### src/rtl/uer_pkg.sv
package uer_pkg;

  localparam int TICK_W     = 16;
  localparam int UD_W       = 8;
  localparam int WL_W       = 5;
  localparam int D_W        = 15;
  localparam int SUM_W      = 20;
  localparam int CFG_IDX_W  = 2;
  localparam int CFG_DATA_W = 16;

  localparam int MAX_WINDOW_DEF = 16;

  localparam logic [TICK_W-1:0] LOW_TICKS  = TICK_W'(2);
  localparam logic [TICK_W-1:0] HIGH_TICKS = TICK_W'(10);

  localparam logic [TICK_W-1:0] TIMEOUT_RST  = TICK_W'(20000);
  localparam logic [UD_W-1:0]   UNIT_DIV_RST = UD_W'(28);
  localparam logic [WL_W-1:0]   WINDOW_RST   = WL_W'(1);
  localparam logic              SHARED_RST   = 1'b0;

  typedef enum logic [CFG_IDX_W-1:0] {
    CFG_TIMEOUT  = 2'd0,
    CFG_UNIT_DIV = 2'd1,
    CFG_WINDOW   = 2'd2,
    CFG_SHARED   = 2'd3
  } cfg_idx_e;

  typedef enum logic [2:0] {
    PH_IDLE = 3'd0,
    PH_LOW  = 3'd1,
    PH_HIGH = 3'd2,
    PH_WAIT = 3'd3,
    PH_MEAS = 3'd4
  } ph_e;

  typedef enum logic [1:0] {
    SEQ_IDLE = 2'd0,
    SEQ_DIST = 2'd1,
    SEQ_AVG  = 2'd2
  } seq_e;

  typedef struct packed {
    logic start;
  } div_ctl_t;

  typedef struct packed {
    logic done;
  } div_sts_t;

endpackage

### src/rtl/uer_if.sv
interface uer_in_if import uer_pkg::*; ();
  logic valid;
  logic ready;
  logic start_req;
  logic echo_level;

  modport source (output valid, output start_req, output echo_level, input ready);
  modport sink   (input valid, input start_req, input echo_level, output ready);
endinterface

interface uer_out_if import uer_pkg::*; ();
  logic           valid;
  logic           ready;
  logic           trigger_level;
  logic           trigger_drive;
  logic           busy_res;
  logic           done_res;
  logic [D_W-1:0] distance;
  logic [D_W-1:0] average;
  logic           echo_seen;

  modport source (
    output valid, output trigger_level, output trigger_drive, output busy_res,
    output done_res, output distance, output average, output echo_seen,
    input ready
  );
  modport sink (
    input valid, input trigger_level, input trigger_drive, input busy_res,
    input done_res, input distance, input average, input echo_seen,
    output ready
  );
endinterface

interface uer_cfg_if import uer_pkg::*; ();
  logic                  valid;
  logic                  ready;
  logic [CFG_IDX_W-1:0]  index;
  logic [CFG_DATA_W-1:0] data;

  modport source (output valid, output index, output data, input ready);
  modport sink   (input valid, input index, input data, output ready);
endinterface

### src/rtl/uer_div.sv
module uer_div import uer_pkg::*; #(
  parameter int DIVIDEND_W = SUM_W,
  parameter int DIVISOR_W  = UD_W
) (
  input  logic                  clk_i,
  input  logic                  rst_ni,
  input  div_ctl_t              ctl_i,
  input  logic [DIVIDEND_W-1:0] dividend_i,
  input  logic [DIVISOR_W-1:0]  divisor_i,
  output div_sts_t              sts_o,
  output logic [DIVIDEND_W-1:0] quotient_o
);

  localparam int CNT_W = (DIVIDEND_W > 1) ? $clog2(DIVIDEND_W) : 1;
  localparam logic [CNT_W-1:0] CNT_LAST = CNT_W'(DIVIDEND_W - 1);

  logic                  active_q, done_q;
  logic [CNT_W-1:0]      cnt_q;
  logic [DIVIDEND_W-1:0] quo_q;
  logic [DIVISOR_W-1:0]  rem_q, dvs_q;
  logic [DIVISOR_W-1:0]  rem_d;
  logic [DIVISOR_W:0]    trial;
  logic                  qbit;

  // one restoring step per cycle, msb first
  always_comb begin
    trial = {rem_q, quo_q[DIVIDEND_W-1]};
    if (trial >= {1'b0, dvs_q}) begin
      qbit  = 1'b1;
      rem_d = DIVISOR_W'(trial - {1'b0, dvs_q});
    end else begin
      qbit  = 1'b0;
      rem_d = trial[DIVISOR_W-1:0];
    end
  end

  always_ff @(posedge clk_i or negedge rst_ni) begin
    if (!rst_ni) begin
      active_q <= 1'b0;
      done_q   <= 1'b0;
      cnt_q    <= '0;
    end else begin
      done_q <= 1'b0;
      if (ctl_i.start) begin
        active_q <= 1'b1;
        cnt_q    <= '0;
      end else if (active_q) begin
        cnt_q <= cnt_q + CNT_W'(1);
        if (cnt_q == CNT_LAST) begin
          active_q <= 1'b0;
          done_q   <= 1'b1;
        end
      end
    end
  end

  always_ff @(posedge clk_i) begin
    if (ctl_i.start) begin
      quo_q <= dividend_i;
      rem_q <= '0;
      dvs_q <= divisor_i;
    end else if (active_q) begin
      quo_q <= {quo_q[DIVIDEND_W-2:0], qbit};
      rem_q <= rem_d;
    end
  end

  assign sts_o.done = done_q;
  assign quotient_o = quo_q;

endmodule

### src/rtl/ultrasonic_echo_ranger_avg.sv
// Ultrasonic echo ranger with moving average. Each accepted request is one
// microsecond tick carrying start_req and echo_level, and gives exactly one
// result with the trigger levels, status flags and the latest distance and
// average. A tick that ends no measurement has its result registered, and it
// sits in the output register while the next request is taken. The tick
// that ends a measurement runs a shared restoring divider, one quotient bit
// per cycle: once for width / unit_divisor, and once more for sum / window
// when window_length is above one; no new request is taken until its result
// appears. The distance history is held in flip-flops cleared by reset, so
// no clearing pass is needed.
module ultrasonic_echo_ranger_avg import uer_pkg::*; #(
  parameter int MAX_WINDOW = MAX_WINDOW_DEF
) (
  input  logic clk_i,
  input  logic rst_ni,
  uer_in_if.sink    in_i,
  uer_out_if.source out_o,
  uer_cfg_if.sink   cfg_i
);

  localparam int NW = $clog2(MAX_WINDOW + 1);
  localparam int IW = (MAX_WINDOW > 1) ? $clog2(MAX_WINDOW) : 1;
  localparam int CW = (NW > WL_W) ? NW : WL_W;
  localparam int DW = (NW > UD_W) ? NW : UD_W;

  // configuration
  logic [TICK_W-1:0] timeout_q;
  logic [UD_W-1:0]   unit_div_q;
  logic [WL_W-1:0]   window_q;
  logic              shared_q;

  assign cfg_i.ready = 1'b1;

  always_ff @(posedge clk_i or negedge rst_ni) begin
    if (!rst_ni) begin
      timeout_q  <= TIMEOUT_RST;
      unit_div_q <= UNIT_DIV_RST;
      window_q   <= WINDOW_RST;
      shared_q   <= SHARED_RST;
    end else if (cfg_i.valid) begin
      unique case (cfg_idx_e'(cfg_i.index))
        CFG_TIMEOUT:  timeout_q  <= cfg_i.data[TICK_W-1:0];
        CFG_UNIT_DIV: unit_div_q <= cfg_i.data[UD_W-1:0];
        CFG_WINDOW:   window_q   <= cfg_i.data[WL_W-1:0];
        CFG_SHARED:   shared_q   <= cfg_i.data[0];
      endcase
    end
  end

  // effective window and divisor
  logic [NW-1:0]   win_n;
  logic [CW-1:0]   win_ext;
  logic [UD_W-1:0] ud_eff;

  always_comb begin
    win_ext = CW'(window_q);
    if (win_ext == '0) begin
      win_n = NW'(1);
    end else if (win_ext > CW'(MAX_WINDOW)) begin
      win_n = NW'(MAX_WINDOW);
    end else begin
      win_n = NW'(win_ext);
    end
    ud_eff = (unit_div_q == '0) ? UD_W'(1) : unit_div_q;
  end

  // tick state machine
  ph_e               phase_q, phase_d;
  logic [TICK_W-1:0] tick_q, tick_d, tick_inc;
  logic              fin;
  logic [TICK_W-1:0] width;
  logic              lvl, drv, bsy;
  logic              accept;

  assign tick_inc = tick_q + TICK_W'(1);

  always_comb begin
    phase_d = phase_q;
    tick_d  = tick_q;
    fin     = 1'b0;
    width   = '0;
    unique case (phase_q)
      PH_IDLE: begin
        if (in_i.start_req) begin
          phase_d = PH_LOW;
          tick_d  = TICK_W'(1);
        end
      end
      PH_LOW: begin
        if (tick_q >= LOW_TICKS) begin
          phase_d = PH_HIGH;
          tick_d  = TICK_W'(1);
        end else begin
          tick_d = tick_inc;
        end
      end
      PH_HIGH: begin
        if (tick_q >= HIGH_TICKS) begin
          phase_d = PH_WAIT;
          tick_d  = '0;
        end else begin
          tick_d = tick_inc;
        end
      end
      PH_WAIT: begin
        if (in_i.echo_level) begin
          phase_d = PH_MEAS;
          tick_d  = TICK_W'(1);
          if (TICK_W'(1) >= timeout_q) begin
            fin   = 1'b1;
            width = TICK_W'(1);
          end
        end else begin
          tick_d = tick_inc;
          if (tick_inc >= timeout_q) begin
            fin = 1'b1;
          end
        end
      end
      PH_MEAS: begin
        if (in_i.echo_level) begin
          tick_d = tick_inc;
          if (tick_inc >= timeout_q) begin
            fin   = 1'b1;
            width = tick_inc;
          end
        end else begin
          fin   = 1'b1;
          width = tick_q;
        end
      end
      default: begin
        phase_d = PH_IDLE;
        tick_d  = '0;
      end
    endcase
    if (fin) begin
      phase_d = PH_IDLE;
      tick_d  = '0;
    end
  end

  always_comb begin
    lvl = 1'b0;
    drv = !shared_q;
    bsy = 1'b1;
    unique case (phase_q)
      PH_IDLE: begin
        if (in_i.start_req) begin
          drv = 1'b1;
        end else begin
          bsy = 1'b0;
        end
      end
      PH_LOW: begin
        drv = 1'b1;
        lvl = (tick_q >= LOW_TICKS);
      end
      PH_HIGH: begin
        drv = 1'b1;
        lvl = !(tick_q >= HIGH_TICKS);
      end
      PH_WAIT, PH_MEAS: begin
        lvl = 1'b0;
      end
      default: begin
        bsy = 1'b0;
      end
    endcase
  end

  // sequencer around the shared divider
  seq_e seq_q, seq_d;
  logic out_valid_q, out_valid_d;

  div_ctl_t          div_ctl;
  div_sts_t          div_sts;
  logic [SUM_W-1:0]  div_dividend;
  logic [DW-1:0]     div_divisor;
  logic [SUM_W-1:0]  quotient;

  logic [D_W-1:0]   hist_q [MAX_WINDOW];
  logic [D_W-1:0]   hist_rd;
  logic [SUM_W-1:0] sum_q, sum_d;
  logic [D_W-1:0]   dist_q, avg_q, dist_new;
  logic             dist_step, avg_step;

  assign in_i.ready = (seq_q == SEQ_IDLE) && (!out_valid_q || out_o.ready);
  assign accept     = in_i.valid && in_i.ready;

  assign dist_new = quotient[D_W:1];
  assign hist_rd  = hist_q[IW'(win_n - NW'(1))];
  assign sum_d    = sum_q + SUM_W'(dist_new) - SUM_W'(hist_rd);

  always_comb begin
    seq_d = seq_q;
    unique case (seq_q)
      SEQ_IDLE: if (accept && fin) seq_d = SEQ_DIST;
      SEQ_DIST: begin
        if (div_sts.done) begin
          seq_d = (win_n == NW'(1)) ? SEQ_IDLE : SEQ_AVG;
        end
      end
      SEQ_AVG: if (div_sts.done) seq_d = SEQ_IDLE;
      default: seq_d = SEQ_IDLE;
    endcase
  end

  always_comb begin
    dist_step     = (seq_q == SEQ_DIST) && div_sts.done;
    avg_step      = (seq_q == SEQ_AVG) && div_sts.done;
    div_ctl.start = (accept && fin) || (dist_step && (win_n != NW'(1)));
    if (seq_q == SEQ_IDLE) begin
      div_dividend = SUM_W'(width);
      div_divisor  = DW'(ud_eff);
    end else begin
      div_dividend = sum_d;
      div_divisor  = DW'(win_n);
    end
    if (accept) begin
      out_valid_d = !fin;
    end else if ((dist_step && (win_n == NW'(1))) || avg_step) begin
      out_valid_d = 1'b1;
    end else if (out_o.ready) begin
      out_valid_d = 1'b0;
    end else begin
      out_valid_d = out_valid_q;
    end
  end

  uer_div #(
    .DIVIDEND_W (SUM_W),
    .DIVISOR_W  (DW)
  ) u_div (
    .clk_i      (clk_i),
    .rst_ni     (rst_ni),
    .ctl_i      (div_ctl),
    .dividend_i (div_dividend),
    .divisor_i  (div_divisor),
    .sts_o      (div_sts),
    .quotient_o (quotient)
  );

  always_ff @(posedge clk_i or negedge rst_ni) begin
    if (!rst_ni) begin
      phase_q     <= PH_IDLE;
      tick_q      <= '0;
      seq_q       <= SEQ_IDLE;
      out_valid_q <= 1'b0;
      sum_q       <= '0;
      dist_q      <= '0;
      avg_q       <= '0;
      for (int i = 0; i < MAX_WINDOW; i++) begin
        hist_q[i] <= '0;
      end
    end else begin
      seq_q       <= seq_d;
      out_valid_q <= out_valid_d;
      if (accept) begin
        phase_q <= phase_d;
        tick_q  <= tick_d;
      end
      if (dist_step) begin
        sum_q  <= sum_d;
        dist_q <= dist_new;
        if (win_n == NW'(1)) begin
          avg_q <= dist_new;
        end
        for (int i = 0; i < MAX_WINDOW; i++) begin
          if (NW'(i) < win_n) begin
            hist_q[i] <= (i == 0) ? dist_new : hist_q[(i == 0) ? 0 : i - 1];
          end
        end
      end
      if (avg_step) begin
        avg_q <= quotient[D_W-1:0];
      end
    end
  end

  // tick flags of the pending result
  logic lvl_q, drv_q, bsy_q, done_q;

  always_ff @(posedge clk_i) begin
    if (accept) begin
      lvl_q  <= lvl;
      drv_q  <= drv;
      bsy_q  <= bsy;
      done_q <= fin;
    end
  end

  assign out_o.valid         = out_valid_q;
  assign out_o.trigger_level = lvl_q;
  assign out_o.trigger_drive = drv_q;
  assign out_o.busy_res      = bsy_q;
  assign out_o.done_res      = done_q;
  assign out_o.distance      = dist_q;
  assign out_o.average       = avg_q;
  assign out_o.echo_seen     = (dist_q != '0);

endmodule

### src/flat_wrapper.sv
// flat-port wrapper written by rule: the top's interface ports become plain ports
module ultrasonic_echo_ranger_avg_flat import uer_pkg::*;
#(
  parameter int MAX_WINDOW = MAX_WINDOW_DEF
)
  (clk_i, rst_ni, in_i_valid, in_i_start_req, in_i_echo_level, in_i_ready, out_o_valid, out_o_trigger_level, out_o_trigger_drive, out_o_busy_res, out_o_done_res, out_o_distance, out_o_average, out_o_echo_seen, out_o_ready, cfg_i_valid, cfg_i_index, cfg_i_data, cfg_i_ready);
  uer_in_if in_i_i ();
  uer_out_if out_o_i ();
  uer_cfg_if cfg_i_i ();
  input  logic clk_i;
  input  logic rst_ni;
  input wire logic [$bits(in_i_i.valid)-1:0] in_i_valid;
  input wire logic [$bits(in_i_i.start_req)-1:0] in_i_start_req;
  input wire logic [$bits(in_i_i.echo_level)-1:0] in_i_echo_level;
  output wire logic [$bits(in_i_i.ready)-1:0] in_i_ready;
  output wire logic [$bits(out_o_i.valid)-1:0] out_o_valid;
  output wire logic [$bits(out_o_i.trigger_level)-1:0] out_o_trigger_level;
  output wire logic [$bits(out_o_i.trigger_drive)-1:0] out_o_trigger_drive;
  output wire logic [$bits(out_o_i.busy_res)-1:0] out_o_busy_res;
  output wire logic [$bits(out_o_i.done_res)-1:0] out_o_done_res;
  output wire logic [$bits(out_o_i.distance)-1:0] out_o_distance;
  output wire logic [$bits(out_o_i.average)-1:0] out_o_average;
  output wire logic [$bits(out_o_i.echo_seen)-1:0] out_o_echo_seen;
  input wire logic [$bits(out_o_i.ready)-1:0] out_o_ready;
  input wire logic [$bits(cfg_i_i.valid)-1:0] cfg_i_valid;
  input wire logic [$bits(cfg_i_i.index)-1:0] cfg_i_index;
  input wire logic [$bits(cfg_i_i.data)-1:0] cfg_i_data;
  output wire logic [$bits(cfg_i_i.ready)-1:0] cfg_i_ready;
  assign in_i_i.valid = in_i_valid;
  assign in_i_i.start_req = in_i_start_req;
  assign in_i_i.echo_level = in_i_echo_level;
  assign in_i_ready = in_i_i.ready;
  assign out_o_valid = out_o_i.valid;
  assign out_o_trigger_level = out_o_i.trigger_level;
  assign out_o_trigger_drive = out_o_i.trigger_drive;
  assign out_o_busy_res = out_o_i.busy_res;
  assign out_o_done_res = out_o_i.done_res;
  assign out_o_distance = out_o_i.distance;
  assign out_o_average = out_o_i.average;
  assign out_o_echo_seen = out_o_i.echo_seen;
  assign out_o_i.ready = out_o_ready;
  assign cfg_i_i.valid = cfg_i_valid;
  assign cfg_i_i.index = cfg_i_index;
  assign cfg_i_i.data = cfg_i_data;
  assign cfg_i_ready = cfg_i_i.ready;
  ultrasonic_echo_ranger_avg #(.MAX_WINDOW(MAX_WINDOW)) u_core (.clk_i(clk_i), .rst_ni(rst_ni), .in_i(in_i_i), .out_o(out_o_i), .cfg_i(cfg_i_i));
endmodule
### config.mk
export PLATFORM = sky130hd
export DESIGN_NAME = ultrasonic_echo_ranger_avg_flat
export DESIGN_NICKNAME = d
export VERILOG_FILES = /design/src/rtl/uer_pkg.sv /design/src/rtl/uer_if.sv /design/src/rtl/uer_div.sv /design/src/rtl/ultrasonic_echo_ranger_avg.sv /design/src/flat_wrapper.sv
export SDC_FILE = /design/constraint.sdc
export NUM_CORES = 1
export LEC_CHECK = 0
export ABC_AREA = 1
export BUFFER_PORTS_ARGS = -buffer_cell sky130_fd_sc_hd__buf_2
export CAP_MARGIN = 25
export CORE_ASPECT_RATIO = 1.4
export CORE_UTILIZATION = 35
export CTS_BUF_LIST = sky130_fd_sc_hd__clkbuf_2
export DETAILED_ROUTE_END_ITERATION = 6
export PLACE_DENSITY = 0.56
export SETUP_SLACK_MARGIN = 0.4
export SLEW_MARGIN = 20
export SYNTH_ARGS = -nofsm -noshare
export SYNTH_HDL_FRONTEND = slang
export SYNTH_HIERARCHICAL = 1
export SYNTH_SLANG_ARGS = --single-unit
export TNS_END_PERCENT = 50
### constraint.sdc
create_clock -name clk_i -period 6.65 [get_ports clk_i]
set_input_delay 0.9975 -clock clk_i [delete_from_list [all_inputs] [get_ports clk_i]]
set_output_delay 0.9975 -clock clk_i [all_outputs]
set_load 0.02 [all_outputs]
# Word level (Yosys, flattened, before mapping)

Index checks and enable logic that the tools add are counted.

Input port bits: 25
Flip-flop bits (word level): 389
Output and inout bits: 38
Word-level logic and storage cells: 200

Reductions and logical operators: 51
Bitwise operators: 2
$lt $le $gt $ge: 23
Equality and inequality tests: 21
Muxes and demuxes: 59
$add $sub $neg: 6

Operators by type and width:

| cell                                                  | number |
|---|---|
| two-way mux 16 bit                                    | 9 |
| case mux 16 bit (5 select lines)                      | 1 |
| two-way mux 15 bit                                    | 5 |
| binary-select mux 15 bit (select 4 bit)               | 1 |
| two-way mux 20 bit                                    | 3 |
| AND reduction 2 bit                                   | 21 |
| < comparator 4 x 5 -> 1 bit (first input constant)    | 8 |
| case mux 16 bit (2 select lines)                      | 1 |
| two-way mux 5 bit                                     | 6 |
| adder 20 x 15 -> 20 bit                               | 1 |
| < comparator 3 x 5 -> 1 bit (first input constant)    | 4 |
| subtractor 20 x 15 -> 20 bit                          | 1 |
| two-way mux 1 bit                                     | 17 |
| adder 16 x 1 -> 16 bit (second input constant)        | 1 |
| >= comparator 1 x 16 -> 1 bit (first input constant)  | 1 |
| >= comparator 16 bit                                  | 1 |
| >= comparator 16 x 2 -> 1 bit (second input constant) | 1 |
| >= comparator 16 x 4 -> 1 bit (second input constant) | 1 |
| two-way mux 3 bit                                     | 5 |
| case mux 3 bit (5 select lines)                       | 1 |
| nonzero test 15 bit                                   | 1 |
| < comparator 1 x 5 -> 1 bit (first input constant)    | 2 |
| < comparator 2 x 5 -> 1 bit (first input constant)    | 2 |
| >= comparator 9 x 8 -> 1 bit                          | 1 |
| other kinds (36)                                      | 67 |

# Depth between registers and ports, before layout

Depth after elaboration: 11
Depth in mapped cells: 30

# Cells and area by module

Netlist, hierarchy kept.

Modules (own cells, without submodules):

| module                     | times used | cells an instance | seq. area each (um^2) | area an instance (um^2) |
|---|---|---|---|---|
| ultrasonic_echo_ranger_avg | 1          | 2287              | 8689.6                | 18303.8 |
| uer_div                    | 1          | 255               | 1176.1                | 2224.6 |

# Least setup slack after synthesis

No wires, ideal clock.

Path type: flip-flop to flip-flop
Start: register u_core.window_q[1] (netlist: u_core/win_ext[1])
End: register u_core.u_div.quo_q[12] (netlist: u_core/u_div/quotient_o[12]), data pin
Data arrival time: 4363 ps
Setup slack: 2034 ps
Clock period less this slack: 4616 ps
Required time: 6397 ps
Library setup time: 253 ps
Stages on the path, launching flop included: 30
Cells stage by stage: dfrtp_1 -> nor2_2 -> nand2_1 -> nand2_1 -> nand2_1 -> buf_2 -> buf_2 -> ha_1 -> clkbuf_1 -> clkbuf_1 -> o211ai_1 -> nand3_1 -> nand3_1 -> nand2_1 -> inv_1 -> ha_1 -> inv_1 -> ha_1 -> fa_1 -> nand3_1 -> nand2_1 -> a21boi_1 -> o21ai_0 -> nand2_1 -> nand2_1 -> or2_1 -> nand3_1 -> nand2_1 -> nand2_1 -> nand2_1

Longest elaborated chain between the ends: 11
Elaborated cells between the ends (all ways): 15
Those cells by class: add/sub (2); order compare (1); eq/ne (1); mux (7); bitwise (1); reduce/logical (3)

RTL lines:

| what                                                     | line                              | source |
|---|---|---|
| from (decl)                                              | ultrasonic_echo_ranger_avg.sv:29  | `logic [WL_W-1:0] window_q;` |
| from (signal assigned)                                   | ultrasonic_echo_ranger_avg.sv:44  | `CFG_WINDOW: window_q <= cfg_i.data[WL_W-1:0];` |
| > comparator 5 bit                                       | ultrasonic_echo_ranger_avg.sv:59  | `end else if (win_ext > CW'(MAX_WINDOW)) begin` |
| two-way mux 5 bit                                        | ultrasonic_echo_ranger_avg.sv:59  |  |
| two-way mux 5 bit *                                      | ultrasonic_echo_ranger_avg.sv:57  | `if (win_ext == '0) begin` |
| subtractor 4 x 1 -> 4 bit *                              | ultrasonic_echo_ranger_avg.sv:192 | `assign hist_rd = hist_q[IW'(win_n - NW'(1))];` |
| inverter 4 -> 5 bit (implied by the code) *              | ultrasonic_echo_ranger_avg.sv:192 |  |
| binary-select mux 15 bit (select 4 bit) *                | ultrasonic_echo_ranger_avg.sv:192 |  |
| two-way mux 15 bit (implied by the code) * (2 in series) | ultrasonic_echo_ranger_avg.sv:192 |  |
| subtractor 20 x 15 -> 20 bit *                           | ultrasonic_echo_ranger_avg.sv:193 | `assign sum_d = sum_q + SUM_W'(dist_new) - SUM_W'(hist_rd);` |
| two-way mux 20 bit *                                     | ultrasonic_echo_ranger_avg.sv:213 | `if (seq_q == SEQ_IDLE) begin` |
| net u_core.div_dividend[12]                              | ultrasonic_echo_ranger_avg.sv:178 | `logic [SUM_W-1:0] div_dividend;` |
| two-way mux 20 bit *                                     | uer_div.sv:58                     | `if (ctl_i.start) begin` |
| to (signal assigned)                                     | uer_div.sv:59                     | `quo_q <= dividend_i;` |
| to (signal assigned)                                     | uer_div.sv:63                     | `quo_q <= {quo_q[DIVIDEND_W-2:0], qbit};` |
| to (decl)                                                | uer_div.sv:19                     | `logic [DIVIDEND_W-1:0] quo_q;` |

Mark *: on every way through the listed nets, which the timed path passes. The rest lies on a longest branch. The select of a mux whose other input is x is not followed.
A chain may end at the register's enable or synchronous reset.

# Worst setup path in the final report

Start: register u_core.window_q[4] (netlist: u_core/win_ext[4])
End: register u_core.u_div.quo_q[14] (netlist: u_core/u_div/quotient_o[14]), data pin

Same word-level chain as after synthesis.

==> metrics.md <==
| Metric | Value |
|---|---|
| Crit path max-delay family | simple AND/OR/NAND/NOR gates |
| Setup Skew | around 0.062 ns |
| Comb power frac | around 54% |
| Total GRT Usage | a little over a fifth |
| Via count | about 18000 |
| H-tree Lvls | 3 |
| Clock Pin Slew Worst Setup and Hold Paths | 0.10 ns |
| Layout cell share with drive strength beyond 1 | 12.3% |
| Critical path arrival | between 6 and 7 ns |
| Port bufs | 61 |
| Area leader, netlist | dfrtp_1 |
| Worst Path Required | around 7.5 ns |
| Cell with the most instances after synthesis | nand2_1 |
| DP HPWL | approximately 43000 microns |
| Vias per Instance | ~5.1 |
| Net Switching | just over 5000 uW |
| Reg power frac | between 30% and 40% |
| R2R cell count | 24 |
| HP Class | primary input to flop |
| Largest net degree at the start of global routing | roughly 150 |
| Worst path max stage delay | 0.50 ns |
| Slowest CP cell | dfrtp_1 |
| Clock group share of total power | between 10% and 20% |
| Most frequent CP cell | nand2_1 |
| Final instance area | 22600 sq um |
| Mapped Nets | between 2000 and 3000 |
| Core Util, Final | 39.0% |
| Syn_area_per_cell | approximately 8.1 sq um |
| Worst slew margin | 38.5% |
| Aggregate global routing overflow | 0 |
| Synth top area cells | dfrtp_1 (41%), nand2_1 (13%), o21ai_0 (7.5%), inv_1 (5.2%), edfxtp_1 (4.7%) |
| Syn. warnings | 6 |
| Placed Area | 21600 sq um |
| Achievable clock frequency | between 150 and 200 MHz |
| Top cell type's share of synthesized area | a little over 40% |
| Synthesized area | 20500 sq um |
| Worst-Skew Late Latency | between 1 and 1.5 ns |
| Core area | between 50000 and 60000 sq um |
| Asr flop ratio synth | about nine tenths |
| Overall die height | 289 microns |
| Final Max Tran Viols | 0 |
| Synth cell types | between 50 and 60 |
| Seq/Total Area, Yosys | between 40% and 50% |
| IO Count | 63 |
| CTS Root Cell | clkbuf_2 |
| Worst Setup Start Kind | flop |
| Hold path cells | 3 |
| Initial DRC count | ~1100 |
| Setup Buffers After CTS | 0 |
| Drc violations | 6 |
| Crit. End Element | flop |
| EDFF count, synth | 32 |
| # clock sinks | 389 |
| Die X | between 200 and 250 microns |
| CP Max Fanout | 20 |
| Hold_sp | cfg_i_data[14] |
| Vias in the first global route | 17541 |
| Max Cap Viol | 0 |
| Post-synth top flop | dfrtp_1 |
| Initial Util | between 30 and 40% |
| Setup violations, final | 0 |
| FF+latch count, synth | 389 |
| CP Buf/Inv Count | 5 |
| Leak | 0.0109 uW |
| Switching Share | slightly below 50% |
| End of the worst register-to-register path | u_core/u_div/quotient_o[14]$_DFFE_PP_ |
| Final Hold Fails | 0 |
| Total CTS buffers | between 90 and 100 |
| P&R area growth vs syn | 9.87% |
| Gate count of the mapped netlist | roughly 2500 |
| Post-cts hold buffer count | 3 |
| CTS tree | built |
| Crit path time final | between 5 and 6 ns |
| Internal Power | roughly 5200 uW |
| Crit share post-route | between 70% and 80% |
| Status | finished with violations |
| Worst-Margin Slew | roughly 0.92 ns |
| First-pass GRT wire length | 96100 microns |
| Post-CTS sizing | 0 |
| Die Area | slightly below 60000 sq um |
| Failing checks | design-rule violations |
| RSZ-0062 raised after global routing | false |
| Antenna-violating nets left | 0 |
| Post-Route WL | approximately 61000 microns |
| Rows | 104 |
| RePlAce Congestion | 0.970 |
| R2R Setup Slk | around 1.4 ns |
| CP Class | flop to flop |
| Cell Chain, Critical Path | nor2_1, inv_1, ha_2, inv_2, buf_12, o211ai_1, nand3_1, nand3_1, nand2_1, inv_1, ha_1, inv_1, ha_1, fa_1, nand3_1, nand2_1, a21boi_1, o21ai_0, a21oi_1, nand2_1, nand3_1, nand2_1, nand2_1, nand2_1 |
| Hold endpoint | u_core/timeout_q[14]$_DFFE_PN1P_ |
| Total Power | 10300 uW |
| Nets@finish | between 2000 and 3000 |
| Initial antenna violation count | 1 |
| Setup tns final | 0 ns |
| DR pass1 iterations | 7 |
| Worst vdd ir | about 420 uV |
| PwrDens | 458 nW/um^2 |
| Post-synth top cells | nand2_1 (688), dfrtp_1 (340), o21ai_0 (306) |
| Avg WL per Cell | between 15 and 20 microns |
| Reg2reg start | u_core/win_ext[4]$_DFFE_PN0P_ |
| Clock buffer depth | 3 |
## routing by layer
metal	vias to the layer above	GRT usage, %	routed length (microns)
met5	-	0	0
met4	0	10.3	2440
met3	131	3.02	2560
met2	440	37.8	31500
met1	8364	23.9	24400
li1	8598	-	-
## cell usage in the layout, fill, tap and decap left out, drive strengths merged, types with 47 or more instances in the layout
cell	count
clkbuf	152
nand4	47
dfrtp	340
o21ai	327
nor2	145
inv	299
buf	98
a21oi	86
nand2	693
nand3	126
ha	48
o211ai	117
## worst max path at each step
stage	slack [ns]	cells after the start	start	end
floorplan	2.03	29	u_core/win_ext[1]$_DFFE_PN0P_	u_core/u_div/quotient_o[12]$_DFFE_PP_
global placement	1.45	24	u_core/win_ext[4]$_DFFE_PN0P_	u_core/u_div/quotient_o[14]$_DFFE_PP_
detailed placement	1.41	24	u_core/win_ext[4]$_DFFE_PN0P_	u_core/u_div/quotient_o[14]$_DFFE_PP_
CTS	1.41	24	u_core/win_ext[4]$_DFFE_PN0P_	u_core/u_div/quotient_o[14]$_DFFE_PP_
global route	1.11	24	u_core/win_ext[4]$_DFFE_PN0P_	u_core/u_div/quotient_o[14]$_DFFE_PP_
finish	1.37	24	u_core/win_ext[4]$_DFFE_PN0P_	u_core/u_div/quotient_o[14]$_DFFE_PP_
## sequential cells by signal, summed over array words and instances (netlist names)
signal	flops
u_core/out_o.trigger_drive	1
u_core/hist_q	240
u_core/u_div/active_q	1
u_core/sum_q	20
u_core/win_ext	5
u_core/out_o.average	15
u_core/out_o.trigger_level	1
u_core/tick_q	16
u_core/u_div/cnt_q	5
u_core/seq_q	2
u_core/unit_div_q	8
u_core/u_div/dvs_q	8
u_core/out_o.valid	1
u_core/out_o.distance	15
u_core/u_div/quotient_o	20
u_core/u_div/sts_o	1
u_core/out_o.busy_res	1
u_core/phase_q	3
u_core/out_o.done_res	1
u_core/timeout_q	16
u_core/shared_q	1
u_core/u_div/rem_q	8
## stage by stage
step	worst slack (ns)	hold WS [ns]	cells
5_1_grt	1.11	0.144	3436
2_1_floorplan	2.03	0.444	2542
4_1_cts	1.41	0.0397	3434
6_report	1.37	0.193	3437
3_5_place_dp	1.41	0.464	3252
3_3_place_gp	1.45	0.458	3247
## kinds of logic (layout without fill, tap and decap cells)
group	after synthesis	after routing	share of synthesized area, %
buf+inv	426	577	8.14
simple gates	1054	1054	21.5
other cells	1	3	0.0183
xor+xnor	22	22	0.939
compound gates	566	566	15.8
mux	20	20	1.10
fa+ha+maj	64	64	4.49
flops	389	389	48.1
## worst reg2reg max path: stages, from the launching register on
cell      delay, ns
dfrtp_1        0.50
nor2_1         0.39
inv_1          0.12
ha_2           0.32
inv_2          0.31
buf_12         0.23
o211ai_1       0.11
nand3_1        0.11
nand3_1        0.11
nand2_1        0.10
inv_1          0.07
ha_1           0.28
inv_1          0.04
ha_1           0.29
fa_1           0.47
nand3_1        0.11
nand2_1        0.09
a21boi_1       0.32
o21ai_0        0.30
a21oi_1        0.33
nand2_1        0.11
nand3_1        0.15
nand2_1        0.07
nand2_1        0.07
nand2_1        0.06
## cell type report
class,instances,area [sq um]
Fill cell,6132,35200
Sequential cell,389,9870
Multi-Input combinational cell,1727,9040
Inverter,297,1110
Tap cell,742,928
Clock buffer,152,761
Timing Repair Buffer,101,731
Clock inverter,27,111
Antenna cell,2,5.00
## power by group through the flow
stage,clock network (uW),logic [uW],registers (uW)
2_1_floorplan,0,3820,3100
3_3_place_gp,0,5450,3210
3_5_place_dp,0,5490,3210
4_1_cts,1720,5520,3170
5_1_grt,1820,6180,3210
6_report,1630,5530,3170
No activity file was read; power rests on OpenSTA's default activity.
